==> src/hjd_pkg.sv <==
// Shared types and constants of the headset jack and hook detector.
// Holds the configuration, item structs and the action, event and register codes.
// No dependencies.
package hjd_pkg;

  localparam int ADC_BITS    = 12;
  localparam int ADC_FIELD_W = 12;
  localparam int ADC_USE_W   = (ADC_BITS < ADC_FIELD_W) ? ADC_BITS : ADC_FIELD_W;
  localparam int CEIL_W      = ADC_FIELD_W + 1;
  localparam int CFG_IDX_W   = 3;
  localparam int CFG_DATA_W  = CEIL_W;

  typedef enum logic [CFG_IDX_W-1:0] {
    CFG_INSERT_LEVEL_HIGH  = 3'd0,
    CFG_MIC_DETECT_ENABLED = 3'd1,
    CFG_HOOK_LOW_LEVEL     = 3'd2,
    CFG_HOOK_HIGH_LEVEL    = 3'd3,
    CFG_ADC_CEILING        = 3'd4
  } cfg_idx_e;

  typedef logic [1:0] action_t;
  localparam action_t ACT_JACK = 2'd0;
  localparam action_t ACT_MIC  = 2'd1;
  localparam action_t ACT_HOOK = 2'd2;

  typedef logic [1:0] jack_evt_t;
  localparam jack_evt_t JEV_NONE      = 2'd0;
  localparam jack_evt_t JEV_HEADSET   = 2'd1;
  localparam jack_evt_t JEV_HEADPHONE = 2'd2;
  localparam jack_evt_t JEV_REMOVED   = 2'd3;

  localparam logic [ADC_FIELD_W-1:0] HOOK_LOW_RST  = ADC_FIELD_W'(204);
  localparam logic [ADC_FIELD_W-1:0] HOOK_HIGH_RST = ADC_FIELD_W'(410);
  localparam logic [CEIL_W-1:0]      CEILING_RST   = CEIL_W'(1024);

  typedef struct packed {
    logic                   insert_level_high;
    logic                   mic_detect_enabled;
    logic [ADC_FIELD_W-1:0] hook_low_level;
    logic [ADC_FIELD_W-1:0] hook_high_level;
    logic [CEIL_W-1:0]      adc_ceiling;
  } hjd_cfg_t;

  typedef struct packed {
    action_t                action;
    logic                   jack_level;
    logic [ADC_FIELD_W-1:0] adc_value;
    logic                   adc_valid;
  } hjd_in_t;

  typedef struct packed {
    logic      now_inserted;
    logic      now_mic;
    logic      now_hook_down;
    jack_evt_t jack_event;
    logic      hook_event;
    logic      want_mic_check;
    logic      want_hook_poll;
    logic      stop_hook_poll;
  } hjd_out_t;

endpackage

==> src/hjd_if.sv <==
// Valid/ready channel interfaces for detector input samples and results.
// Depends on hjd_pkg for the payload structs.
interface hjd_in_if;
  import hjd_pkg::*;
  logic    valid;
  logic    ready;
  hjd_in_t payload;
  modport source (output valid, output payload, input ready);
  modport sink (input valid, input payload, output ready);
endinterface

interface hjd_out_if;
  import hjd_pkg::*;
  logic     valid;
  logic     ready;
  hjd_out_t payload;
  modport source (output valid, output payload, input ready);
  modport sink (input valid, input payload, output ready);
endinterface

==> src/hjd_cfg.sv <==
// Configuration register file of the detector.
// Depends on hjd_pkg for the register codes and hjd_cfg_t.
module hjd_cfg
  import hjd_pkg::*;
(
  input  logic                  clk_i,
  input  logic                  rst_ni,
  input  logic                  cfg_we_i,
  input  logic [CFG_IDX_W-1:0]  cfg_idx_i,
  input  logic [CFG_DATA_W-1:0] cfg_wdata_i,
  output hjd_cfg_t              cfg_o
);

  hjd_cfg_t cfg_q, cfg_d;

  always_comb begin
    cfg_d = cfg_q;
    if (cfg_we_i) begin
      case (cfg_idx_i)
        CFG_INSERT_LEVEL_HIGH:  cfg_d.insert_level_high  = cfg_wdata_i[0];
        CFG_MIC_DETECT_ENABLED: cfg_d.mic_detect_enabled = cfg_wdata_i[0];
        CFG_HOOK_LOW_LEVEL:     cfg_d.hook_low_level  = cfg_wdata_i[ADC_FIELD_W-1:0];
        CFG_HOOK_HIGH_LEVEL:    cfg_d.hook_high_level = cfg_wdata_i[ADC_FIELD_W-1:0];
        CFG_ADC_CEILING:        cfg_d.adc_ceiling     = cfg_wdata_i[CEIL_W-1:0];
        default: cfg_d = cfg_q;
      endcase
    end
  end

  always_ff @(posedge clk_i or negedge rst_ni) begin
    if (!rst_ni) begin
      cfg_q.insert_level_high  <= 1'b1;
      cfg_q.mic_detect_enabled <= 1'b1;
      cfg_q.hook_low_level     <= HOOK_LOW_RST;
      cfg_q.hook_high_level    <= HOOK_HIGH_RST;
      cfg_q.adc_ceiling        <= CEILING_RST;
    end else begin
      cfg_q <= cfg_d;
    end
  end

  assign cfg_o = cfg_q;

endmodule

==> src/hjd_core.sv <==
// Input register, plug/mic/hook state and result register of the detector.
// Depends on hjd_pkg and the channel interfaces in hjd_if.sv.
module hjd_core
  import hjd_pkg::*;
(
  input  logic      clk_i,
  input  logic      rst_ni,
  input  hjd_cfg_t  cfg_i,
  hjd_in_if.sink    in_ch,
  hjd_out_if.source out_ch
);

  logic     in_vld_q;
  hjd_in_t  in_q;
  logic     out_vld_q;
  hjd_out_t out_q;
  hjd_out_t res_d;
  logic     plug_q, mic_q, hook_q;
  logic     plug_d, mic_d, hook_d;
  logic     adv_out;
  logic     pin_in;
  logic [ADC_FIELD_W-1:0] adc;
  logic     below_low, at_high, above_high, below_ceil;

  assign adv_out     = !out_vld_q || out_ch.ready;
  assign in_ch.ready = !in_vld_q || adv_out;

  assign adc        = ADC_FIELD_W'(in_q.adc_value[ADC_USE_W-1:0]);
  assign pin_in     = cfg_i.insert_level_high ? in_q.jack_level : !in_q.jack_level;
  assign below_low  = adc < cfg_i.hook_low_level;
  assign at_high    = adc >= cfg_i.hook_high_level;
  assign above_high = adc > cfg_i.hook_high_level;
  assign below_ceil = {1'b0, adc} < cfg_i.adc_ceiling;

  always_comb begin
    plug_d = plug_q;
    mic_d  = mic_q;
    hook_d = hook_q;
    res_d  = '0;
    case (in_q.action)
      ACT_JACK: begin
        if (pin_in != plug_q) begin
          plug_d = pin_in;
          if (pin_in) begin
            if (cfg_i.mic_detect_enabled) begin
              res_d.want_mic_check = 1'b1;
            end else begin
              mic_d = 1'b0;
              res_d.jack_event = JEV_HEADPHONE;
            end
          end else begin
            res_d.stop_hook_poll = 1'b1;
            if (mic_q) begin
              if (hook_q) begin
                hook_d = 1'b0;
                res_d.hook_event = 1'b1;
              end
              mic_d = 1'b0;
            end
            res_d.jack_event = JEV_REMOVED;
          end
        end
      end
      ACT_MIC: begin
        if (plug_q && cfg_i.mic_detect_enabled) begin
          if (in_q.adc_valid) begin
            if (below_low) begin
              mic_d = 1'b0;
            end else if (at_high) begin
              mic_d = 1'b1;
              res_d.want_hook_poll = 1'b1;
            end
          end
          res_d.jack_event = mic_d ? JEV_HEADSET : JEV_HEADPHONE;
        end
      end
      ACT_HOOK: begin
        if (in_q.adc_valid && plug_q && cfg_i.mic_detect_enabled && pin_in) begin
          if (below_low) begin
            hook_d = 1'b1;
          end else if (above_high && below_ceil) begin
            hook_d = 1'b0;
          end
          res_d.hook_event     = hook_d != hook_q;
          res_d.want_hook_poll = 1'b1;
        end
      end
      default: begin
        res_d = '0;
      end
    endcase
    res_d.now_inserted  = plug_d;
    res_d.now_mic       = mic_d;
    res_d.now_hook_down = hook_d;
  end

  always_ff @(posedge clk_i or negedge rst_ni) begin
    if (!rst_ni) begin
      in_vld_q  <= 1'b0;
      out_vld_q <= 1'b0;
      plug_q    <= 1'b0;
      mic_q     <= 1'b0;
      hook_q    <= 1'b0;
    end else begin
      if (in_ch.ready) begin
        in_vld_q <= in_ch.valid;
      end
      if (adv_out) begin
        out_vld_q <= in_vld_q;
      end
      if (adv_out && in_vld_q) begin
        plug_q <= plug_d;
        mic_q  <= mic_d;
        hook_q <= hook_d;
      end
    end
  end

  always_ff @(posedge clk_i) begin
    if (in_ch.valid && in_ch.ready) begin
      in_q <= in_ch.payload;
    end
    if (adv_out && in_vld_q) begin
      out_q <= res_d;
    end
  end

  assign out_ch.valid   = out_vld_q;
  assign out_ch.payload = out_q;

  a_mic_needs_plug: assert property (@(posedge clk_i) disable iff (!rst_ni)
    !plug_q |-> !mic_q)
    else $error("mic state set while headset out");

  a_mic_check_on_insert: assert property (@(posedge clk_i) disable iff (!rst_ni)
    out_vld_q && out_q.want_mic_check |-> out_q.now_inserted && !out_q.now_mic)
    else $error("mic check requested without a fresh insertion");

  a_stop_on_removal: assert property (@(posedge clk_i) disable iff (!rst_ni)
    out_vld_q && out_q.stop_hook_poll |->
      out_q.jack_event == JEV_REMOVED && !out_q.now_inserted && !out_q.now_mic)
    else $error("poll stop without a clean removal");

  a_state_tracks_result: assert property (@(posedge clk_i) disable iff (!rst_ni)
    adv_out && in_vld_q |=>
      out_q.now_inserted == plug_q && out_q.now_mic == mic_q && out_q.now_hook_down == hook_q)
    else $error("result state differs from held state");

endmodule

==> src/headset_jack_and_hook_detector.sv <==
// Channel    | Dir | Payload                                  | Handshake
// in_ch      | in  | action, jack_level, adc_value, adc_valid | valid/ready
// out_ch     | out | state flags, jack/hook events, requests  | valid/ready
// cfg_*_i    | in  | register index and write data            | write enable
// One item per clock sustained while out_ch is ready; an accepted item is held in the input
// register, and its result is loaded into the result register when that register can advance.
// Reset clears plug, mic and hook state and loads the register defaults.
// A stalled result holds; the input register still takes an item while it is empty or moving.
module headset_jack_and_hook_detector
  import hjd_pkg::*;
(
  input  logic                  clk_i,
  input  logic                  rst_ni,
  input  logic                  cfg_we_i,
  input  logic [CFG_IDX_W-1:0]  cfg_idx_i,
  input  logic [CFG_DATA_W-1:0] cfg_wdata_i,
  hjd_in_if.sink                in_ch,
  hjd_out_if.source             out_ch
);

  hjd_cfg_t cfg;

  hjd_cfg u_cfg (
    .clk_i       (clk_i),
    .rst_ni      (rst_ni),
    .cfg_we_i    (cfg_we_i),
    .cfg_idx_i   (cfg_idx_i),
    .cfg_wdata_i (cfg_wdata_i),
    .cfg_o       (cfg)
  );

  hjd_core u_core (
    .clk_i  (clk_i),
    .rst_ni (rst_ni),
    .cfg_i  (cfg),
    .in_ch  (in_ch),
    .out_ch (out_ch)
  );

endmodule

==> src/flat_wrapper.sv <==
// flat-port wrapper written by rule: the top's interface ports become plain ports
module headset_jack_and_hook_detector_flat import hjd_pkg::*;
  (clk_i, rst_ni, cfg_we_i, cfg_idx_i, cfg_wdata_i, in_ch_valid, in_ch_payload, in_ch_ready, out_ch_valid, out_ch_payload, out_ch_ready);
  hjd_in_if in_ch_i ();
  hjd_out_if out_ch_i ();
  input  logic clk_i;
  input  logic rst_ni;
  input  logic cfg_we_i;
  input  logic [CFG_IDX_W-1:0] cfg_idx_i;
  input  logic [CFG_DATA_W-1:0] cfg_wdata_i;
  input wire logic [$bits(in_ch_i.valid)-1:0] in_ch_valid;
  input wire logic [$bits(in_ch_i.payload)-1:0] in_ch_payload;
  output wire logic [$bits(in_ch_i.ready)-1:0] in_ch_ready;
  output wire logic [$bits(out_ch_i.valid)-1:0] out_ch_valid;
  output wire logic [$bits(out_ch_i.payload)-1:0] out_ch_payload;
  input wire logic [$bits(out_ch_i.ready)-1:0] out_ch_ready;
  assign in_ch_i.valid = in_ch_valid;
  assign in_ch_i.payload = in_ch_payload;
  assign in_ch_ready = in_ch_i.ready;
  assign out_ch_valid = out_ch_i.valid;
  assign out_ch_payload = out_ch_i.payload;
  assign out_ch_i.ready = out_ch_ready;
  headset_jack_and_hook_detector u_core (.clk_i(clk_i), .rst_ni(rst_ni), .cfg_we_i(cfg_we_i), .cfg_idx_i(cfg_idx_i), .cfg_wdata_i(cfg_wdata_i), .in_ch(in_ch_i), .out_ch(out_ch_i));
endmodule
==> config.mk <==
export PLATFORM = sky130hd
export DESIGN_NAME = headset_jack_and_hook_detector_flat
export DESIGN_NICKNAME = d
export VERILOG_FILES = /design/src/hjd_pkg.sv /design/src/hjd_if.sv /design/src/hjd_cfg.sv /design/src/hjd_core.sv /design/src/headset_jack_and_hook_detector.sv /design/src/flat_wrapper.sv
export SDC_FILE = /design/constraint.sdc
export NUM_CORES = 1
export LEC_CHECK = 0
export BUFFER_PORTS_ARGS = -buffer_cell sky130_fd_sc_hd__buf_2
export CAP_MARGIN = 10
export CORE_MARGIN = 2
export CORE_UTILIZATION = 45
export CTS_CLUSTER_DIAMETER = 50
export DETAILED_ROUTE_END_ITERATION = 10
export GPL_TIMING_DRIVEN = 0
export PLACE_DENSITY = 0.64
export SYNTH_ARGS = -nofsm -noshare
export SYNTH_HDL_FRONTEND = slang
export SYNTH_SLANG_ARGS = --single-unit
==> constraint.sdc <==
create_clock -name clk_i -period 7.02 [get_ports clk_i]
set_input_delay 1.404 -clock clk_i [delete_from_list [all_inputs] [get_ports clk_i]]
set_output_delay 1.404 -clock clk_i [all_outputs]
set_load 0.05 [all_outputs]
# Yosys cells after proc, flatten, opt, wreduce, memory -nomap -nowiden
# Cells that the tools add are included.
[totals]
mem_bits_rw = 0
in_bits = 37
rom_bits = 0
output_inout_bits = 11
latchBits = 0
wordCells = 97
regBits = 69
mem_count = 0
[classes]
n_mul = 0
order_cmp = 4
mux = 42
addsub = 0
div_mod_pow = 0
eq_ne = 8
n_bitwise = 0
n_reduce_logical = 21
n_shift = 0
[op_table]
columns = ["op", "n"]
rows = [
  ["2-to-1 mux 1 bit", 32],
  ["less-than comparator 12 x 13 -> 1 bit", 1],
  [">= comparator 12 bit", 1],
  ["greater-than comparator 12 bit", 1],
  ["less-than comparator 12 bit", 1],
  ["AND reduction 2 bit", 6],
  ["2-to-1 mux 2 bit", 4],
  ["one-hot mux 1 bit (2 select lines)", 4],
  ["logical AND 1 bit", 7],
  ["== test 3 x 2 -> 1 bit (second input constant)", 2],
  ["2-to-1 mux 4 bit", 1],
  ["one-hot mux 2 bit (2 select lines)", 1],
  ["== test 3 x 1 -> 1 bit (second input constant)", 1],
  ["== test 3 bit (second input constant)", 1],
  ["logical NOT 1 bit", 3],
  ["logical NOT 3 bit", 1],
  ["AND reduction 3 bit", 1],
  ["== test 2 x 1 -> 1 bit (second input constant)", 1],
  ["== test 2 bit (second input constant)", 1],
  ["logical NOT 2 bit", 1],
  ["logical OR 1 bit", 2],
  ["inequality test 1 bit", 2],
]

# Logic depth before layout (Yosys ltp)
# Gate-level depths: netlist of run 1.
[depth]
ltp_word = 9
mapped_depth = 8
depth_no_buf = 8

# Modules after synthesis
# Synthesis of run 1 repeated with hierarchy kept, for this count alone.
[hier_totals]
cells_unflattened = 306
area_unflattened_um2 = 3772.4
[modules_own_cells]
columns = ["mod", "seq_area_each_um2", "cells_each", "n_inst", "area_per_inst_um2"]
rows = [
  ["hjd_core", 875.8, 220, 1, 2162.1],
  ["hjd_cfg", 991.0, 86, 1, 1610.3],
]

# Worst setup path before layout of run 1
# Ideal clock, no wire load.
[synth_timing]
path_type = "input-to-output"
from = "input port out_ch_ready"
to = "output port in_ch_ready"
path_buffers = 0
setup_slack_ns = 3.729
required_ns = 5.616
cell_stages = 1
arrival_ns = 1.887
cell_sequence = "nand3b_1"
[synth_via]
elab_chain_cells = 2
[synth_lines]
columns = ["element", "line_no", "source"]
rows = [
  ["from (decl)", "flat_wrapper.sv:16", "input wire logic [$bits(out_ch_i.ready)-1:0] out_ch_ready;"],
  ["logical OR 1 bit", "hjd_core.sv:25", "assign adv_out = !out_vld_q || out_ch.ready;"],
  ["logical OR 1 bit", "hjd_core.sv:26", "assign in_ch.ready = !in_vld_q || adv_out;"],
  ["to (decl)", "flat_wrapper.sv:13", "output wire logic [$bits(in_ch_i.ready)-1:0] in_ch_ready;"],
]
# No other way between the ends.

# Worst setup path in the final report of run 1
# Same ends and word-level chain as after synthesis.

==> impl_results.html, run 1 <==
<table>
<tr><th>Metric</th><th>Value</th></tr>
<tr><th colspan="2">Power and ir drop</th></tr>
<tr><td>Comb pwr share</td><td>24.7%</td></tr>
<tr><td>Power Dens Cells</td><td>approximately 270 nW/um^2</td></tr>
<tr><td>Cell internal pwr</td><td>just under 800 uW</td></tr>
<tr><td>Fraction of power spent switching nets</td><td>a little under 30%</td></tr>
<tr><td>Share of total power in sequential cells</td><td>around half</td></tr>
<tr><td>Final Total Pwr</td><td>1.096 mW</td></tr>
<tr><td>Proportion of power drawn by the clock network</td><td>around a quarter</td></tr>
<tr><td>Static leakage power</td><td>1.863 nW</td></tr>
<tr><td>Power dissipated by switching net loads</td><td>326.7 uW</td></tr>
<tr><td>Maximum vdd drop</td><td>about 140 uV</td></tr>
<tr><th colspan="2">Logic synthesis</th></tr>
<tr><td>Fraction of registers with async set/reset</td><td>63.77%</td></tr>
<tr><td>Cell count after synthesis</td><td>320</td></tr>
<tr><td>Count of synthesis-stage warnings from yosys</td><td>0</td></tr>
<tr><td>Syn Nets</td><td>396</td></tr>
<tr><td>Number of enable flip-flop cells after synthesis</td><td>25</td></tr>
<tr><td>Synth unique cells</td><td>45</td></tr>
<tr><td>Share of synthesized area occupied by flip-flops and latches</td><td>52.59%</td></tr>
<tr><td>Average instance area after synthesis</td><td>11.09 um^2</td></tr>
<tr><td>Post-synth top flop</td><td>sky130_fd_sc_hd__dfrtp_1</td></tr>
<tr><td>Cell area after technology mapping</td><td>approximately 3500 um^2</td></tr>
<tr><td>Synth Register Bits</td><td>69</td></tr>
<tr><th colspan="2">STA</th></tr>
<tr><td>Unrepaired setup endpoints after global routing</td><td>false</td></tr>
<tr><td>Final count of pins violating max slew</td><td>0</td></tr>
<tr><td>Final setup violation count</td><td>0</td></tr>
<tr><td>Final total negative setup slack</td><td>0 ps</td></tr>
<tr><td>Final period utilization</td><td>47.09%</td></tr>
<tr><td>Layout Skew</td><td>between 10 and 15 ps</td></tr>
<tr><td>FMAX</td><td>slightly above 0.3 GHz</td></tr>
<tr><td>Time the worst path needs with I/O delays and setup</td><td>3306 ps</td></tr>
<tr><td>Measured slew at the worst slew-check pin</td><td>988.7 ps</td></tr>
<tr><td>Hold violation count in the final report</td><td>0</td></tr>
<tr><td>Relative max-transition margin</td><td>34.09%</td></tr>
<tr><th colspan="2">Final layout</th></tr>
<tr><td>Layout cells sized above 1</td><td>roughly 24%</td></tr>
<tr><td>Antenna diode instance count</td><td>0</td></tr>
<tr><td>Layout Utilization</td><td>53.26%</td></tr>
<tr><td>Filler Cells Inserted</td><td>just under 700</td></tr>
<tr><td>Post-route design area</td><td>4094 um^2</td></tr>
<tr><td>Final layout net count</td><td>about 450</td></tr>
<tr><td>Layout overhead on the synthesized area</td><td>15.33%</td></tr>
<tr><th colspan="2">Clock tree</th></tr>
<tr><td>Sink Count</td><td>about 70</td></tr>
<tr><td>Maximum count of clock buffers along a single path</td><td>2</td></tr>
<tr><td>Clock transition time at the flip-flop clock pins of the worst setup and hold paths</td><td>60 ps</td></tr>
<tr><td>Hold buffer count at CTS</td><td>0</td></tr>
<tr><td>Clock root buffer</td><td>sky130_fd_sc_hd__clkbuf_8</td></tr>
<tr><td>Clock tree from TritonCTS</td><td>built</td></tr>
<tr><td>Worst skew pair latency</td><td>340 ps</td></tr>
<tr><td>H-tree level count</td><td>3</td></tr>
<tr><td>Resized cells post-CTS</td><td>0</td></tr>
<tr><td>Num CTS Buffers</td><td>9</td></tr>
<tr><td>Setup repair bufs after CTS</td><td>0</td></tr>
<tr><th colspan="2">Global route</th></tr>
<tr><td>Leftover overflow at the end of global routing</td><td>0</td></tr>
<tr><td>Global-route wire length before repair</td><td>roughly 12000 um</td></tr>
<tr><td>Maximum number of pins on one net before global-route repair</td><td>45</td></tr>
<tr><td>Number of antenna violations at the first check in global routing</td><td>0</td></tr>
<tr><td>Via count of the first global-routing pass</td><td>2378</td></tr>
<tr><td>Overall track demand over capacity in global routing</td><td>17.85%</td></tr>
<tr><th colspan="2">Placement</th></tr>
<tr><td>DP Area</td><td>around 4000 um^2</td></tr>
<tr><td>Routability cong.</td><td>0.8570</td></tr>
<tr><td>Port Buffer Count</td><td>47</td></tr>
<tr><td>HPWL Detailed</td><td>between 5000 and 6000 um</td></tr>
<tr><th colspan="2">Detailed routing</th></tr>
<tr><td>Number of vias per cell after detailed routing</td><td>5.113</td></tr>
<tr><td>Average wire per cell in the routed design</td><td>14.48 um</td></tr>
<tr><td>DRC</td><td>0</td></tr>
<tr><td>ANT nets after route</td><td>0</td></tr>
<tr><td>First-iteration detailed-routing DRC count</td><td>between 100 and 150</td></tr>
<tr><td>Total wire length after detailed routing</td><td>about 7000 um</td></tr>
<tr><td>Total vias in the final route</td><td>2480</td></tr>
<tr><td>Pre-Repair DR Iteration Count</td><td>5</td></tr>
<tr><th colspan="2">Worst setup path</th></tr>
<tr><td>Signal arrival time at the worst endpoint</td><td>around 1900 ps</td></tr>
<tr><td>Type of the worst setup path</td><td>in2out</td></tr>
<tr><td>Capturing element type of the critical path</td><td>primary output</td></tr>
<tr><td>Worst Setup Start Kind</td><td>input port</td></tr>
<tr><td>Required arrival time at the worst endpoint</td><td>between 5000 and 6000 ps</td></tr>
<tr><td>Crit path max fanout</td><td>3</td></tr>
<tr><th colspan="2">Hold path</th></tr>
<tr><td>Classification of the worst-slack hold path</td><td>reg2reg</td></tr>
<tr><th colspan="2">Floorplanning</th></tr>
<tr><td>X dimension of the die</td><td>about 93 um</td></tr>
<tr><td>Total core area</td><td>7687 um^2</td></tr>
<tr><td>I/O pin count</td><td>48</td></tr>
<tr><td>Starting utilization of the core area</td><td>46.18%</td></tr>
<tr><td>Area enclosed by the die boundary</td><td>8615 um^2</td></tr>
<tr><td>Die Y-Extent</td><td>about 93 um</td></tr>
<tr><td>Num rows</td><td>32</td></tr>
<tr><th colspan="2">Run status</th></tr>
<tr><td>Result of the run</td><td>finished, final reports clean</td></tr>
<tr><th colspan="2">Flow run</th></tr>
<tr><td>Max-Cap Viols</td><td>0</td></tr>
</table>
-- cells in the mapped netlist (2+ instances only) --
| cell | n | area share (%) |
|---|---|---|
| sky130_fd_sc_hd__a211oi_1 | 2 | 0.42 |
| sky130_fd_sc_hd__nand3_1 | 3 | 0.42 |
| sky130_fd_sc_hd__mux2_2 | 17 | 5.4 |
| sky130_fd_sc_hd__and3_1 | 3 | 0.53 |
| sky130_fd_sc_hd__dfstp_2 | 12 | 8.9 |
| sky130_fd_sc_hd__o21a_1 | 3 | 0.63 |
| sky130_fd_sc_hd__nor2_1 | 6 | 0.63 |
| sky130_fd_sc_hd__a31oi_1 | 2 | 0.35 |
| sky130_fd_sc_hd__edfxtp_1 | 25 | 21 |
| sky130_fd_sc_hd__nand3b_1 | 2 | 0.42 |
| sky130_fd_sc_hd__o22ai_1 | 2 | 0.35 |
| sky130_fd_sc_hd__nor2b_1 | 2 | 0.35 |
| sky130_fd_sc_hd__a221oi_1 | 2 | 0.49 |
| sky130_fd_sc_hd__and2_1 | 2 | 0.35 |
| sky130_fd_sc_hd__dfrtp_1 | 32 | 23 |
| sky130_fd_sc_hd__ha_1 | 39 | 14 |
| sky130_fd_sc_hd__nor3_1 | 4 | 0.56 |
| sky130_fd_sc_hd__nand2_1 | 35 | 3.7 |
| sky130_fd_sc_hd__o21ai_0 | 31 | 4.4 |
| sky130_fd_sc_hd__a21o_1 | 6 | 1.3 |
| sky130_fd_sc_hd__nand2b_1 | 5 | 0.88 |
| sky130_fd_sc_hd__nand4_1 | 4 | 0.70 |
| sky130_fd_sc_hd__inv_1 | 42 | 4.4 |
| sky130_fd_sc_hd__clkbuf_1 | 5 | 0.53 |
| sky130_fd_sc_hd__a21oi_1 | 14 | 2.0 |
-- worst max-delay path, cell delays in order --
cell                       delay, ps
sky130_fd_sc_hd__buf_2           100
sky130_fd_sc_hd__nand3b_1        170
sky130_fd_sc_hd__buf_2           230
-- per-stage QoR --
stage,worst slack [ps],hold WS (ps),std cells
CTS,3713,494.6,485
global route,3656,531.5,485
global placement,3709,473.2,469
floorplan,3729,457.2,320
detailed placement,3716,476.7,469
finish,3714,492.0,485
-- power by group through the flow --
stage	Clock, mW	Sequential, mW	Combinational (mW)
CTS	0.302	0.533	0.274
finish	0.293	0.533	0.271
detailed placement	0	0.541	0.273
global placement	0	0.539	0.265
floorplan	0	0.555	0.177
global route	0.323	0.541	0.309
-- registers in the layout, summed over array words and instances (netlist names) --
signal	flops
u_core.u_cfg.cfg_o	39
u_core.u_core.mic_q	1
u_core.u_core.plug_q	1
u_core.u_core.out_ch.payload	9
u_core.u_core.in_vld_q	1
u_core.u_core.hook_q	1
u_core.u_core.adc	12
u_core.u_core.in_q	4
u_core.u_core.out_ch.valid	1
-- kinds of logic (layout without fill, tap and decap cells) --
| family | Yosys count | after routing | synth area share [%] |
|---|---|---|---|
| AND/OR/NAND/NOR | 74 | 74 | 10.40 |
| flip-flops | 69 | 69 | 52.59 |
| XOR/XNOR | 1 | 1 | 0.2468 |
| buffers and inverters | 48 | 111 | 5.076 |
| adder cells (fa/ha/maj) | 39 | 39 | 13.75 |
| multiplexers | 17 | 17 | 5.393 |
| AO/OA/AOI/OAI | 72 | 72 | 12.55 |
-- path summary, 6_finish.rpt --
kind / start / endpoint / slack, ps / depth (start not counted)
min reg2reg: u_core.u_core.in_vld_q$_DFFE_PN0N_ / u_core.u_core.out_ch.valid$_DFFE_PN0P_ / 490 / 1
max reg2reg: u_core.u_cfg.cfg_o[16]$_DFFE_PN1P_ / u_core.u_core.out_ch.payload[7]$_DFFE_PP_ / 4530 / 8
min: u_core.u_core.in_vld_q$_DFFE_PN0N_ / u_core.u_core.out_ch.valid$_DFFE_PN0P_ / 490 / 1
max in group asynchronous: rst_ni / u_core.u_cfg.cfg_o[4]$_DFFE_PN0P_ / 5170 / 1
min in group asynchronous: rst_ni / u_core.u_core.plug_q$_DFFE_PN0P_ / 1220 / 1
max: out_ch_ready / in_ch_ready / 3710 / 3
-- layout make-up --
class | instances | area (um^2) | area share, %
Sequential cell | 69 | 1867 | 45.60
Multi-Input combinational cell | 203 | 1503 | 36.71
Timing Repair Buffer | 47 | 235.2 | 5.746
Clock buffer | 15 | 176.4 | 4.309
Inverter | 42 | 157.7 | 3.851
Tap cell | 102 | 127.6 | 3.117
Buffer | 6 | 22.52 | 0.5501
Clock inverter | 1 | 5.005 | 0.1222
-- cells in the final DEF (no fill, tap or decap), types with 2 or more instances in the layout --
| cell | netlist | final |
|---|---|---|
| sky130_fd_sc_hd__clkbuf_8 | 0 | 12 |
| sky130_fd_sc_hd__mux2_2 | 17 | 17 |
| sky130_fd_sc_hd__edfxtp_1 | 25 | 25 |
| sky130_fd_sc_hd__nand3b_1 | 2 | 2 |
| sky130_fd_sc_hd__nand3_1 | 3 | 3 |
| sky130_fd_sc_hd__o21a_1 | 3 | 3 |
| sky130_fd_sc_hd__a21o_1 | 6 | 6 |
| sky130_fd_sc_hd__nand4_1 | 4 | 4 |
| sky130_fd_sc_hd__nor2b_1 | 2 | 2 |
| sky130_fd_sc_hd__nor3_1 | 4 | 4 |
| sky130_fd_sc_hd__nand2_1 | 35 | 35 |
| sky130_fd_sc_hd__ha_1 | 39 | 39 |
| sky130_fd_sc_hd__a221oi_1 | 2 | 2 |
| sky130_fd_sc_hd__nor2_1 | 6 | 6 |
| sky130_fd_sc_hd__a31oi_1 | 2 | 2 |
| sky130_fd_sc_hd__clkbuf_1 | 5 | 8 |
| sky130_fd_sc_hd__buf_2 | 0 | 47 |
| sky130_fd_sc_hd__nand2b_1 | 5 | 5 |
| sky130_fd_sc_hd__inv_1 | 42 | 42 |
| sky130_fd_sc_hd__and3_1 | 3 | 3 |
| sky130_fd_sc_hd__o21ai_0 | 31 | 31 |
| sky130_fd_sc_hd__dfstp_2 | 12 | 12 |
| sky130_fd_sc_hd__a21oi_1 | 14 | 14 |
| sky130_fd_sc_hd__a211oi_1 | 2 | 2 |
| sky130_fd_sc_hd__o22ai_1 | 2 | 2 |
| sky130_fd_sc_hd__and2_1 | 2 | 2 |
| sky130_fd_sc_hd__dfrtp_1 | 32 | 32 |
-- routing by layer --
metal / GRT usage (%) / share of wire, % / vias up / routed length [um]
met5: 0 / 0 / - / 0
met4: 6.250 / 1.5 / 0 / 106
met3: 3.987 / 4.7 / 8 / 333
met2: 27.48 / 46 / 57 / 3263
met1: 24.93 / 47 / 1173 / 3321
li1: - / - / 1242 / -
Note: power is estimated with default switching activity, not from simulation.
==> run 2: changes to the inputs <==
ABC_AREA = 1   (was not set)
clock period = 3.3 ns   (was 7.02 ns; I/O delays follow)
==> impl_results.html, run 2 <==
<table>
<tr><th>Metric</th><th>Value</th></tr>
<tr><th colspan="2">Run status</th></tr>
<tr><td>Result of the run</td><td>finished, final reports clean</td></tr>
<tr><th colspan="2">Detailed routing</th></tr>
<tr><td>ANT nets after route</td><td>0 (unchanged)</td></tr>
<tr><td>Average wire per cell in the routed design</td><td>12.69 um (-12%)</td></tr>
<tr><td>DRC</td><td>0 (unchanged)</td></tr>
<tr><td>Number of vias per cell after detailed routing</td><td>4.676 (-8.5%)</td></tr>
<tr><td>Total wire length after detailed routing</td><td>7409 um (+5.5%)</td></tr>
<tr><td>Total vias in the final route</td><td>2731 (+10%)</td></tr>
<tr><td>First-iteration detailed-routing DRC count</td><td>77 (-29%)</td></tr>
<tr><td>Pre-Repair DR Iteration Count</td><td>4 (-1)</td></tr>
<tr><th colspan="2">Global route</th></tr>
<tr><td>Via count of the first global-routing pass</td><td>2728 (+15%)</td></tr>
<tr><td>Number of antenna violations at the first check in global routing</td><td>0 (unchanged)</td></tr>
<tr><td>Leftover overflow at the end of global routing</td><td>0 (unchanged)</td></tr>
<tr><td>Maximum number of pins on one net before global-route repair</td><td>45 (unchanged)</td></tr>
<tr><td>Overall track demand over capacity in global routing</td><td>18.55% (+0.70 points)</td></tr>
<tr><td>Global-route wire length before repair</td><td>12390 um (+6.0%)</td></tr>
<tr><th colspan="2">STA</th></tr>
<tr><td>Unrepaired setup endpoints after global routing</td><td>false</td></tr>
<tr><td>Final count of pins violating max slew</td><td>0 (unchanged)</td></tr>
<tr><td>Final period utilization</td><td>60.82%</td></tr>
<tr><td>Final setup violation count</td><td>0 (unchanged)</td></tr>
<tr><td>Layout Skew</td><td>6.831 ps (-3.678 ps)</td></tr>
<tr><td>Measured slew at the worst slew-check pin</td><td>999.5 ps (+10.83 ps)</td></tr>
<tr><td>Setup slack of the critical path after layout</td><td>1293 ps (-2421 ps)</td></tr>
<tr><td>FMAX</td><td>0.4982 GHz</td></tr>
<tr><td>Hold violation count in the final report</td><td>0 (unchanged)</td></tr>
<tr><td>Time the worst path needs with I/O delays and setup</td><td>2007 ps</td></tr>
<tr><td>Fin Hold WS</td><td>477.0 ps (-15.06 ps)</td></tr>
<tr><td>Final total negative setup slack</td><td>0 ps (unchanged)</td></tr>
<tr><td>Relative max-transition margin</td><td>33.36% (-0.72 points)</td></tr>
<tr><th colspan="2">Power and ir drop</th></tr>
<tr><td>Fraction of power spent switching nets</td><td>32.39% (+2.6 points)</td></tr>
<tr><td>Proportion of power drawn by the clock network</td><td>29.0% (+2.3 points)</td></tr>
<tr><td>Power Dens Cells</td><td>597.5 nW/um^2 (+120%)</td></tr>
<tr><td>Power dissipated by switching net loads</td><td>826.0 uW (+150%)</td></tr>
<tr><td>Static leakage power</td><td>2.180 nW (+17%)</td></tr>
<tr><td>Share of total power in sequential cells</td><td>45.2% (-3.4 points)</td></tr>
<tr><td>Cell internal pwr</td><td>1.725 mW (+120%)</td></tr>
<tr><td>Maximum vdd drop</td><td>305.2 uV (+110%)</td></tr>
<tr><td>Comb pwr share</td><td>25.8% (+1.1 points)</td></tr>
<tr><th colspan="2">Final layout</th></tr>
<tr><td>Most common cell after layout, fill and taps aside</td><td>sky130_fd_sc_hd__nand2_1</td></tr>
<tr><td>Layout cells sized above 1</td><td>18.58% (-5.4 points)</td></tr>
<tr><td>Layout overhead on the synthesized area</td><td>15.74%</td></tr>
<tr><td>Layout Cells excl Fill</td><td>584 (+20%)</td></tr>
<tr><td>Leading cell types in the layout, fill and taps excluded</td><td>117 x sky130_fd_sc_hd__nand2_1, 77 x sky130_fd_sc_hd__inv_1, 47 x sky130_fd_sc_hd__buf_2</td></tr>
<tr><td>Antenna diode instance count</td><td>0 (unchanged)</td></tr>
<tr><td>Flip-flop count of the largest register after layout</td><td>39 (unchanged)</td></tr>
<tr><td>Final layout net count</td><td>550 (+21%)</td></tr>
<tr><th colspan="2">Logic synthesis</th></tr>
<tr><td>Portion of netlist area occupied by mux cells</td><td>0% (-5.4 points)</td></tr>
<tr><td>Share of synthesized area occupied by flip-flops and latches</td><td>50.61% (-2.0 points)</td></tr>
<tr><td>Synth unique cells</td><td>30 (-33%)</td></tr>
<tr><td>Adder and majority gate portion of the synthesized area</td><td>13.23% (-0.52 points)</td></tr>
<tr><td>Leading cell types by total area after synthesis</td><td>sky130_fd_sc_hd__dfrtp_1 22%, sky130_fd_sc_hd__edfxtp_1 20%, sky130_fd_sc_hd__ha_1 13%</td></tr>
<tr><td>Most instantiated cells after synthesis</td><td>117 x sky130_fd_sc_hd__nand2_1, 77 x sky130_fd_sc_hd__inv_1, 40 x sky130_fd_sc_hd__o21ai_0</td></tr>
<tr><td>Cell count after synthesis</td><td>416 (+30%)</td></tr>
<tr><td>Count of synthesis-stage warnings from yosys</td><td>0 (unchanged)</td></tr>
<tr><td>Synth Register Bits</td><td>69 (unchanged)</td></tr>
<tr><td>Share of the synthesized area in compound gates (AO/OA/AOI/OAI)</td><td>9.193% (-3.4 points)</td></tr>
<tr><td>Number of enable flip-flop cells after synthesis</td><td>25 (unchanged)</td></tr>
<tr><td>Xor and xnor fraction of the mapped netlist area</td><td>0% (-0.25 points)</td></tr>
<tr><td>Dominant cell by count in the synthesized netlist</td><td>sky130_fd_sc_hd__nand2_1</td></tr>
<tr><td>Main combinational cell family by area after synthesis</td><td>simple AND/OR/NAND/NOR gates</td></tr>
<tr><td>Syn Nets</td><td>492 (+24%)</td></tr>
<tr><td>Average instance area after synthesis</td><td>8.867 um^2 (-20%)</td></tr>
<tr><td>Dominant cell type by area after synthesis</td><td>sky130_fd_sc_hd__dfrtp_1</td></tr>
<tr><td>Area share of and/or/nand/nor cells after synthesis</td><td>18.32% (+7.9 points)</td></tr>
<tr><td>Portion of synthesized cell area occupied by the leading cell type</td><td>21.71% (-0.85 points)</td></tr>
<tr><td>Fraction of registers with async set/reset</td><td>63.77% (unchanged)</td></tr>
<tr><td>Cell area after technology mapping</td><td>3689 um^2 (+3.9%)</td></tr>
<tr><td>Post-synth top flop</td><td>sky130_fd_sc_hd__dfrtp_1</td></tr>
<tr><th colspan="2">Worst setup path</th></tr>
<tr><td>Worst Setup Start Kind</td><td>register</td></tr>
<tr><td>Capturing element type of the critical path</td><td>register</td></tr>
<tr><td>Type of the worst setup path</td><td>reg2reg</td></tr>
<tr><td>Worst setup slack for register-to-register paths</td><td>1290 ps (-3240 ps)</td></tr>
<tr><td>Required arrival time at the worst endpoint</td><td>3380 ps (-2240 ps)</td></tr>
<tr><td>Crit path max fanout</td><td>4 (+1)</td></tr>
<tr><td>Signal arrival time at the worst endpoint</td><td>2090 ps (+190 ps)</td></tr>
<tr><th colspan="2">Floorplanning</th></tr>
<tr><td>Num rows</td><td>33 (+3.1%)</td></tr>
<tr><td>Area enclosed by the die boundary</td><td>8937 um^2 (+3.7%)</td></tr>
<tr><td>Total core area</td><td>8093 um^2 (+5.3%)</td></tr>
<tr><td>Die Y-Extent</td><td>94.54 um (+1.9%)</td></tr>
<tr><td>Starting utilization of the core area</td><td>45.58% (-0.60 points)</td></tr>
<tr><td>X dimension of the die</td><td>94.54 um (+1.9%)</td></tr>
<tr><td>I/O pin count</td><td>48 (unchanged)</td></tr>
<tr><th colspan="2">Hold path</th></tr>
<tr><td>Classification of the worst-slack hold path</td><td>in2async</td></tr>
<tr><th colspan="2">Clock tree</th></tr>
<tr><td>Resized cells post-CTS</td><td>0 (unchanged)</td></tr>
<tr><td>Worst skew pair latency</td><td>340 ps (about the same)</td></tr>
<tr><td>Sink Count</td><td>69 (unchanged)</td></tr>
<tr><td>Setup repair bufs after CTS</td><td>0 (unchanged)</td></tr>
<tr><td>Num CTS Buffers</td><td>9 (unchanged)</td></tr>
<tr><td>Clock tree from TritonCTS</td><td>built</td></tr>
<tr><td>H-tree level count</td><td>3 (unchanged)</td></tr>
<tr><td>Hold buffer count at CTS</td><td>0 (unchanged)</td></tr>
<tr><td>Clock root buffer</td><td>sky130_fd_sc_hd__clkbuf_8</td></tr>
<tr><td>Clock transition time at the flip-flop clock pins of the worst setup and hold paths</td><td>70 ps (about the same)</td></tr>
<tr><td>Maximum count of clock buffers along a single path</td><td>2 (unchanged)</td></tr>
<tr><th colspan="2">Placement</th></tr>
<tr><td>HPWL Detailed</td><td>5476 um (+3.2%)</td></tr>
<tr><td>Dpl ws</td><td>1265 ps (-2450 ps)</td></tr>
<tr><td>Routability cong.</td><td>0.8903 (+3.9%)</td></tr>
<tr><td>Port Buffer Count</td><td>47 (unchanged)</td></tr>
<tr><td>Total instance count after detailed placement</td><td>568 (+21%)</td></tr>
<tr><th colspan="2">Flow run</th></tr>
<tr><td>Max-Cap Viols</td><td>0 (unchanged)</td></tr>
</table>
run 2: cell count changes after synthesis, sizes merged, moves of 3 or more:
cell	delta
nand2	+87
inv	+37
mux2	-17
nor2	+12
o21ai	+11
nand3	+9
a21o	-6
nand2b	-5
and3	-3
run 2: final cells by class:
cell class | count | area (um^2)
clock buffer | 9 | 123.9
multi-input combinational | 262 | 1503
fill | 768 | 3824
buffer | 6 | 22.52
inverter | 79 | 296.5
tap | 105 | 131.4
clock inverter | 7 | 90.09
sequential | 69 | 1867
timing repair buffer | 47 | 235.2
run 2: worst max-delay path: stages (launching register included):
cell and delay, ps:
sky130_fd_sc_hd__dfstp_2 530, sky130_fd_sc_hd__inv_1 40, sky130_fd_sc_hd__ha_1 280, sky130_fd_sc_hd__a21oi_1 180, sky130_fd_sc_hd__nand2_1 70, sky130_fd_sc_hd__a21oi_1 150
sky130_fd_sc_hd__nand2_2 110, sky130_fd_sc_hd__nand3_1 130, sky130_fd_sc_hd__nand2_1 70, sky130_fd_sc_hd__nand4_1 70, sky130_fd_sc_hd__o21ai_0 120
run 2: final timing paths:
path / startpoint / to / cells past startpoint
max in group asynchronous: rst_ni / u_core.u_cfg.cfg_o[5]$_DFFE_PN0P_ / 1
min in group clk_i: u_core.u_cfg.cfg_o[16]$_DFFE_PN1P_ / u_core.u_cfg.cfg_o[16]$_DFFE_PN1P_ / 2
worst max-delay path: u_core.u_cfg.cfg_o[32]$_DFFE_PN1P_ / u_core.u_core.out_ch.payload[3]$_DFFE_PP_ / 10
worst min register to register: u_core.u_cfg.cfg_o[16]$_DFFE_PN1P_ / u_core.u_cfg.cfg_o[16]$_DFFE_PN1P_ / 2
worst max register to register: u_core.u_cfg.cfg_o[32]$_DFFE_PN1P_ / u_core.u_core.out_ch.payload[3]$_DFFE_PP_ / 10
worst min-delay path: rst_ni / u_core.u_core.mic_q$_DFFE_PN0P_ / 1
run 2: layer usage:
metal / track usage [%] / vias to the layer above / share of wire [%]
met5: 0 / - / 0
li1: - / 1442 / -
met3: 4.629 / 11 / 5.0
met1: 25.31 / 1222 / 49
met2: 28.87 / 56 / 44
met4: 6.643 / 0 / 1.9
run 2: metrics by stage:
step	util [%]	total power, mW	cell area [um^2]
floorplan	-	1.656	3689
detailed placement	50.11	1.834	4055
global placement	50.11	1.809	4055
CTS	52.75	2.585	4269
global route	52.75	2.750	4269
finish	52.75	2.551	4269
run 2: power groups by stage:
stage	logic, mW	clock network [mW]	registers, mW
after CTS	0.667	0.764	1.15
after floorplan	0.431	0	1.23
final	0.658	0.739	1.15
after detailed placement	0.665	0	1.17
after global placement	0.646	0	1.16
after global routing	0.772	0.804	1.17
run 2: cells by family (layout without fill, tap and decap cells):
family,count (synthesis),count (layout)
and+or+nand+nor,160,160
buffers and inverters,85,148
DFF,69,69
AOI/OAI and AO/OA,63,63
adders and majority gates,39,39
==> run 3: changes to the inputs <==
clock period = 2 ns   (was 3.3 ns; I/O delays follow)
==> impl_results.html, run 3 (synthesis gave the netlist of run 2 again) <==
<table>
<tr><th>Metric</th><th>Value</th></tr>
<tr><th colspan="2">Floorplanning</th></tr>
<tr><td>Num rows</td><td>33 (unchanged)</td></tr>
<tr><td>I/O pin count</td><td>48 (unchanged)</td></tr>
<tr><td>Area enclosed by the die boundary</td><td>8937 um^2 (unchanged)</td></tr>
<tr><td>Starting utilization of the core area</td><td>45.58% (unchanged)</td></tr>
<tr><td>Die Y-Extent</td><td>94.54 um (unchanged)</td></tr>
<tr><td>X dimension of the die</td><td>94.54 um (unchanged)</td></tr>
<tr><td>Total core area</td><td>8093 um^2 (unchanged)</td></tr>
<tr><th colspan="2">Clock tree</th></tr>
<tr><td>H-tree level count</td><td>3 (unchanged)</td></tr>
<tr><td>Num CTS Buffers</td><td>9 (unchanged)</td></tr>
<tr><td>Clock transition time at the flip-flop clock pins of the worst setup and hold paths</td><td>70 ps (about the same)</td></tr>
<tr><td>Hold buffer count at CTS</td><td>0 (unchanged)</td></tr>
<tr><td>Worst skew pair latency</td><td>350 ps (about the same)</td></tr>
<tr><td>Sink Count</td><td>69 (unchanged)</td></tr>
<tr><td>Clock tree from TritonCTS</td><td>built</td></tr>
<tr><td>Clock root buffer</td><td>sky130_fd_sc_hd__clkbuf_8</td></tr>
<tr><td>Maximum count of clock buffers along a single path</td><td>2 (unchanged)</td></tr>
<tr><th colspan="2">Final layout</th></tr>
<tr><td>Flip-flop count of the largest register after layout</td><td>39 (unchanged)</td></tr>
<tr><td>Final layout net count</td><td>553 (+0.55%)</td></tr>
<tr><td>Layout Cells excl Fill</td><td>587 (+0.51%)</td></tr>
<tr><td>Layout overhead on the synthesized area</td><td>21.98%</td></tr>
<tr><td>Antenna diode instance count</td><td>0 (unchanged)</td></tr>
<tr><td>Most common cell after layout, fill and taps aside</td><td>sky130_fd_sc_hd__nand2_1</td></tr>
<tr><td>Leading cell types in the layout, fill and taps excluded</td><td>109 x sky130_fd_sc_hd__nand2_1, 74 x sky130_fd_sc_hd__inv_1, 47 x sky130_fd_sc_hd__buf_2</td></tr>
<tr><td>Layout cells sized above 1</td><td>25.93% (+7.4 points)</td></tr>
<tr><th colspan="2">Power and ir drop</th></tr>
<tr><td>Power Dens Cells</td><td>979.7 nW/um^2 (+64%)</td></tr>
<tr><td>Final Total Pwr</td><td>4.408 mW (+73%)</td></tr>
<tr><td>Share of total power in sequential cells</td><td>43.4% (-1.8 points)</td></tr>
<tr><td>Comb pwr share</td><td>28.7% (+2.9 points)</td></tr>
<tr><td>Static leakage power</td><td>2.214 nW (+1.5%)</td></tr>
<tr><td>Power dissipated by switching net loads</td><td>1.471 mW (+78%)</td></tr>
<tr><td>Maximum vdd drop</td><td>507.9 uV (+66%)</td></tr>
<tr><td>Proportion of power drawn by the clock network</td><td>27.9% (-1.1 points)</td></tr>
<tr><td>Fraction of power spent switching nets</td><td>33.37% (+0.99 points)</td></tr>
<tr><td>Cell internal pwr</td><td>2.937 mW (+70%)</td></tr>
<tr><th colspan="2">STA</th></tr>
<tr><td>Relative max-transition margin</td><td>33.18% (-0.18 points)</td></tr>
<tr><td>Unrepaired setup endpoints after global routing</td><td>true</td></tr>
<tr><td>Measured slew at the worst slew-check pin</td><td>1002 ps (+2.750 ps)</td></tr>
<tr><td>Final count of pins violating max slew</td><td>0 (unchanged)</td></tr>
<tr><td>Layout Skew</td><td>7.421 ps (+0.5898 ps)</td></tr>
<tr><td>Fin Hold WS</td><td>219.2 ps (-257.8 ps)</td></tr>
<tr><td>Final period utilization</td><td>97.66% (+37 points)</td></tr>
<tr><td>Final setup violation count</td><td>0 (unchanged)</td></tr>
<tr><td>FMAX</td><td>0.5120 GHz (+2.8%)</td></tr>
<tr><td>Hold violation count in the final report</td><td>0 (unchanged)</td></tr>
<tr><td>Time the worst path needs with I/O delays and setup</td><td>1953 ps (-53.83 ps)</td></tr>
<tr><th colspan="2">Placement</th></tr>
<tr><td>Total instance count after detailed placement</td><td>568 (unchanged)</td></tr>
<tr><td>HPWL Detailed</td><td>5476 um (unchanged)</td></tr>
<tr><td>Routability cong.</td><td>0.8903 (unchanged)</td></tr>
<tr><td>Port Buffer Count</td><td>47 (unchanged)</td></tr>
<tr><th colspan="2">Detailed routing</th></tr>
<tr><td>First-iteration detailed-routing DRC count</td><td>86 (+12%)</td></tr>
<tr><td>Sum of met3 wire segment lengths after detailed routing</td><td>475 um (+29%)</td></tr>
<tr><td>DRC</td><td>0 (unchanged)</td></tr>
<tr><td>Number of vias per cell after detailed routing</td><td>4.755 (+1.7%)</td></tr>
<tr><td>Total vias in the final route</td><td>2791 (+2.2%)</td></tr>
<tr><td>Total wire length after detailed routing</td><td>7834 um (+5.7%)</td></tr>
<tr><td>Routed met2 length</td><td>3576 um (+9.1%)</td></tr>
<tr><td>Average wire per cell in the routed design</td><td>13.35 um (+5.2%)</td></tr>
<tr><td>Uppermost layer routed</td><td>met4</td></tr>
<tr><td>Detailed-routing wirelength on met1</td><td>3640 um (+0.58%)</td></tr>
<tr><td>Pre-Repair DR Iteration Count</td><td>4 (unchanged)</td></tr>
<tr><td>ANT nets after route</td><td>0 (unchanged)</td></tr>
<tr><th colspan="2">Worst setup path</th></tr>
<tr><td>Worst setup slack for register-to-register paths</td><td>50 ps (-1250 ps)</td></tr>
<tr><td>Crit path max fanout</td><td>3 (-1)</td></tr>
<tr><td>Top Family by Delay on Critical Path</td><td>flip-flops</td></tr>
<tr><td>Type of the worst setup path</td><td>reg2reg</td></tr>
<tr><td>Slowest stage delay, CP</td><td>470 ps (-60 ps)</td></tr>
<tr><td>Signal arrival time at the worst endpoint</td><td>2060 ps (-30 ps)</td></tr>
<tr><td>Required arrival time at the worst endpoint</td><td>2110 ps (-1270 ps)</td></tr>
<tr><td>Slowest library cell on the worst path</td><td>sky130_fd_sc_hd__edfxtp_1</td></tr>
<tr><td>Worst Setup Start Kind</td><td>register</td></tr>
<tr><td>Capturing element type of the critical path</td><td>register</td></tr>
<tr><td>Worst-path cell chain</td><td>ha_1 &gt; a21oi_1 &gt; o21a_1 &gt; nand4_1 &gt; nand3_2 &gt; o22ai_1 &gt; and2_1</td></tr>
<tr><td>Buffers plus inverters on the worst setup path</td><td>0 (-1)</td></tr>
<tr><th colspan="2">Run status</th></tr>
<tr><td>Result of the run</td><td>finished, final reports clean</td></tr>
<tr><th colspan="2">Global route</th></tr>
<tr><td>Number of antenna violations at the first check in global routing</td><td>0 (unchanged)</td></tr>
<tr><td>Maximum number of pins on one net before global-route repair</td><td>45 (unchanged)</td></tr>
<tr><td>Global-route wire length before repair</td><td>12390 um (unchanged)</td></tr>
<tr><td>Overall track demand over capacity in global routing</td><td>18.55% (unchanged)</td></tr>
<tr><td>Leftover overflow at the end of global routing</td><td>0 (unchanged)</td></tr>
<tr><td>Via count of the first global-routing pass</td><td>2728 (unchanged)</td></tr>
<tr><th colspan="2">Hold path</th></tr>
<tr><td>Classification of the worst-slack hold path</td><td>in2async</td></tr>
<tr><th colspan="2">Flow run</th></tr>
<tr><td>Max-Cap Viols</td><td>0 (unchanged)</td></tr>
</table>
[run 3: final timing paths]
kind / startpoint / to / cells past startpoint
setup / recovery: u_core.u_core.adc[9]$_DFFE_PP_ / u_core.u_core.out_ch.payload[1]$_DFFE_PP_ / 7
hold / removal: rst_ni / u_core.u_core.mic_q$_DFFE_PN0P_ / 1
setup reg to reg: u_core.u_core.adc[9]$_DFFE_PP_ / u_core.u_core.out_ch.payload[1]$_DFFE_PP_ / 7
hold reg to reg: u_core.u_cfg.cfg_o[16]$_DFFE_PN1P_ / u_core.u_cfg.cfg_o[16]$_DFFE_PN1P_ / 2
max in group asynchronous: rst_ni / u_core.u_cfg.cfg_o[9]$_DFFE_PN0P_ / 1
min in group clk_i: in_ch_payload[3] / u_core.u_core.adc[2]$_DFFE_PP_ / 1
[run 3: routing by layer]
layer  GRT usage, %  vias to the layer above
li1               -                     1444
met1          25.31                     1269
met2          28.87                       66
met3          4.629                       12
met4          6.643                        0
met5              0                        -
[run 3: timing repair]
action / in CTS / in global routing
setup endpoints to repair: 0 / 8
buffers inserted: 0 / 3
gates resized for setup: 0 / 38
[run 3: metrics by stage]
| stage | utilization (%) | setup TNS, ps | instance area, um^2 | worst slack, ps |
|---|---|---|---|---|
| CTS | 52.75 | 0 | 4269 | 12.19 |
| detailed placement | 50.11 | 0 | 4055 | 19.79 |
| global route | 55.60 | -205.9 | 4499 | -44.34 |
| finish | 55.60 | 0 | 4499 | 46.79 |
| global placement | 50.11 | 0 | 4055 | 39.83 |
| floorplan | - | 0 | 3689 | 54.18 |
[run 3: area by class of cell]
cell class,count,area [um^2]
clock inverter,7,90.09
sequential,69,1867
fill,728,3593
clock buffer,9,123.9
buffer,6,22.52
timing repair buffer,50,261.5
tap,105,131.4
multi-input combinational,262,1707
inverter,79,296.5
[run 3: worst reg2reg max path, cell delays in order, from the launching register on]
cell and delay [ps]:
sky130_fd_sc_hd__edfxtp_1 470, sky130_fd_sc_hd__ha_1 360, sky130_fd_sc_hd__a21oi_1 200, sky130_fd_sc_hd__o21a_1 180, sky130_fd_sc_hd__nand4_1 160, sky130_fd_sc_hd__nand3_2 130, sky130_fd_sc_hd__o22ai_1 70, sky130_fd_sc_hd__and2_1 150
[run 3: power by group through the flow]
stage | Sequential [mW] | Clock (mW) | Combinational [mW]
after floorplan | 2.02 | 0 | 0.711
after global placement | 1.92 | 0 | 1.07
after detailed placement | 1.93 | 0 | 1.10
after CTS | 1.90 | 1.26 | 1.10
after global routing | 1.94 | 1.33 | 1.45
final | 1.91 | 1.23 | 1.27
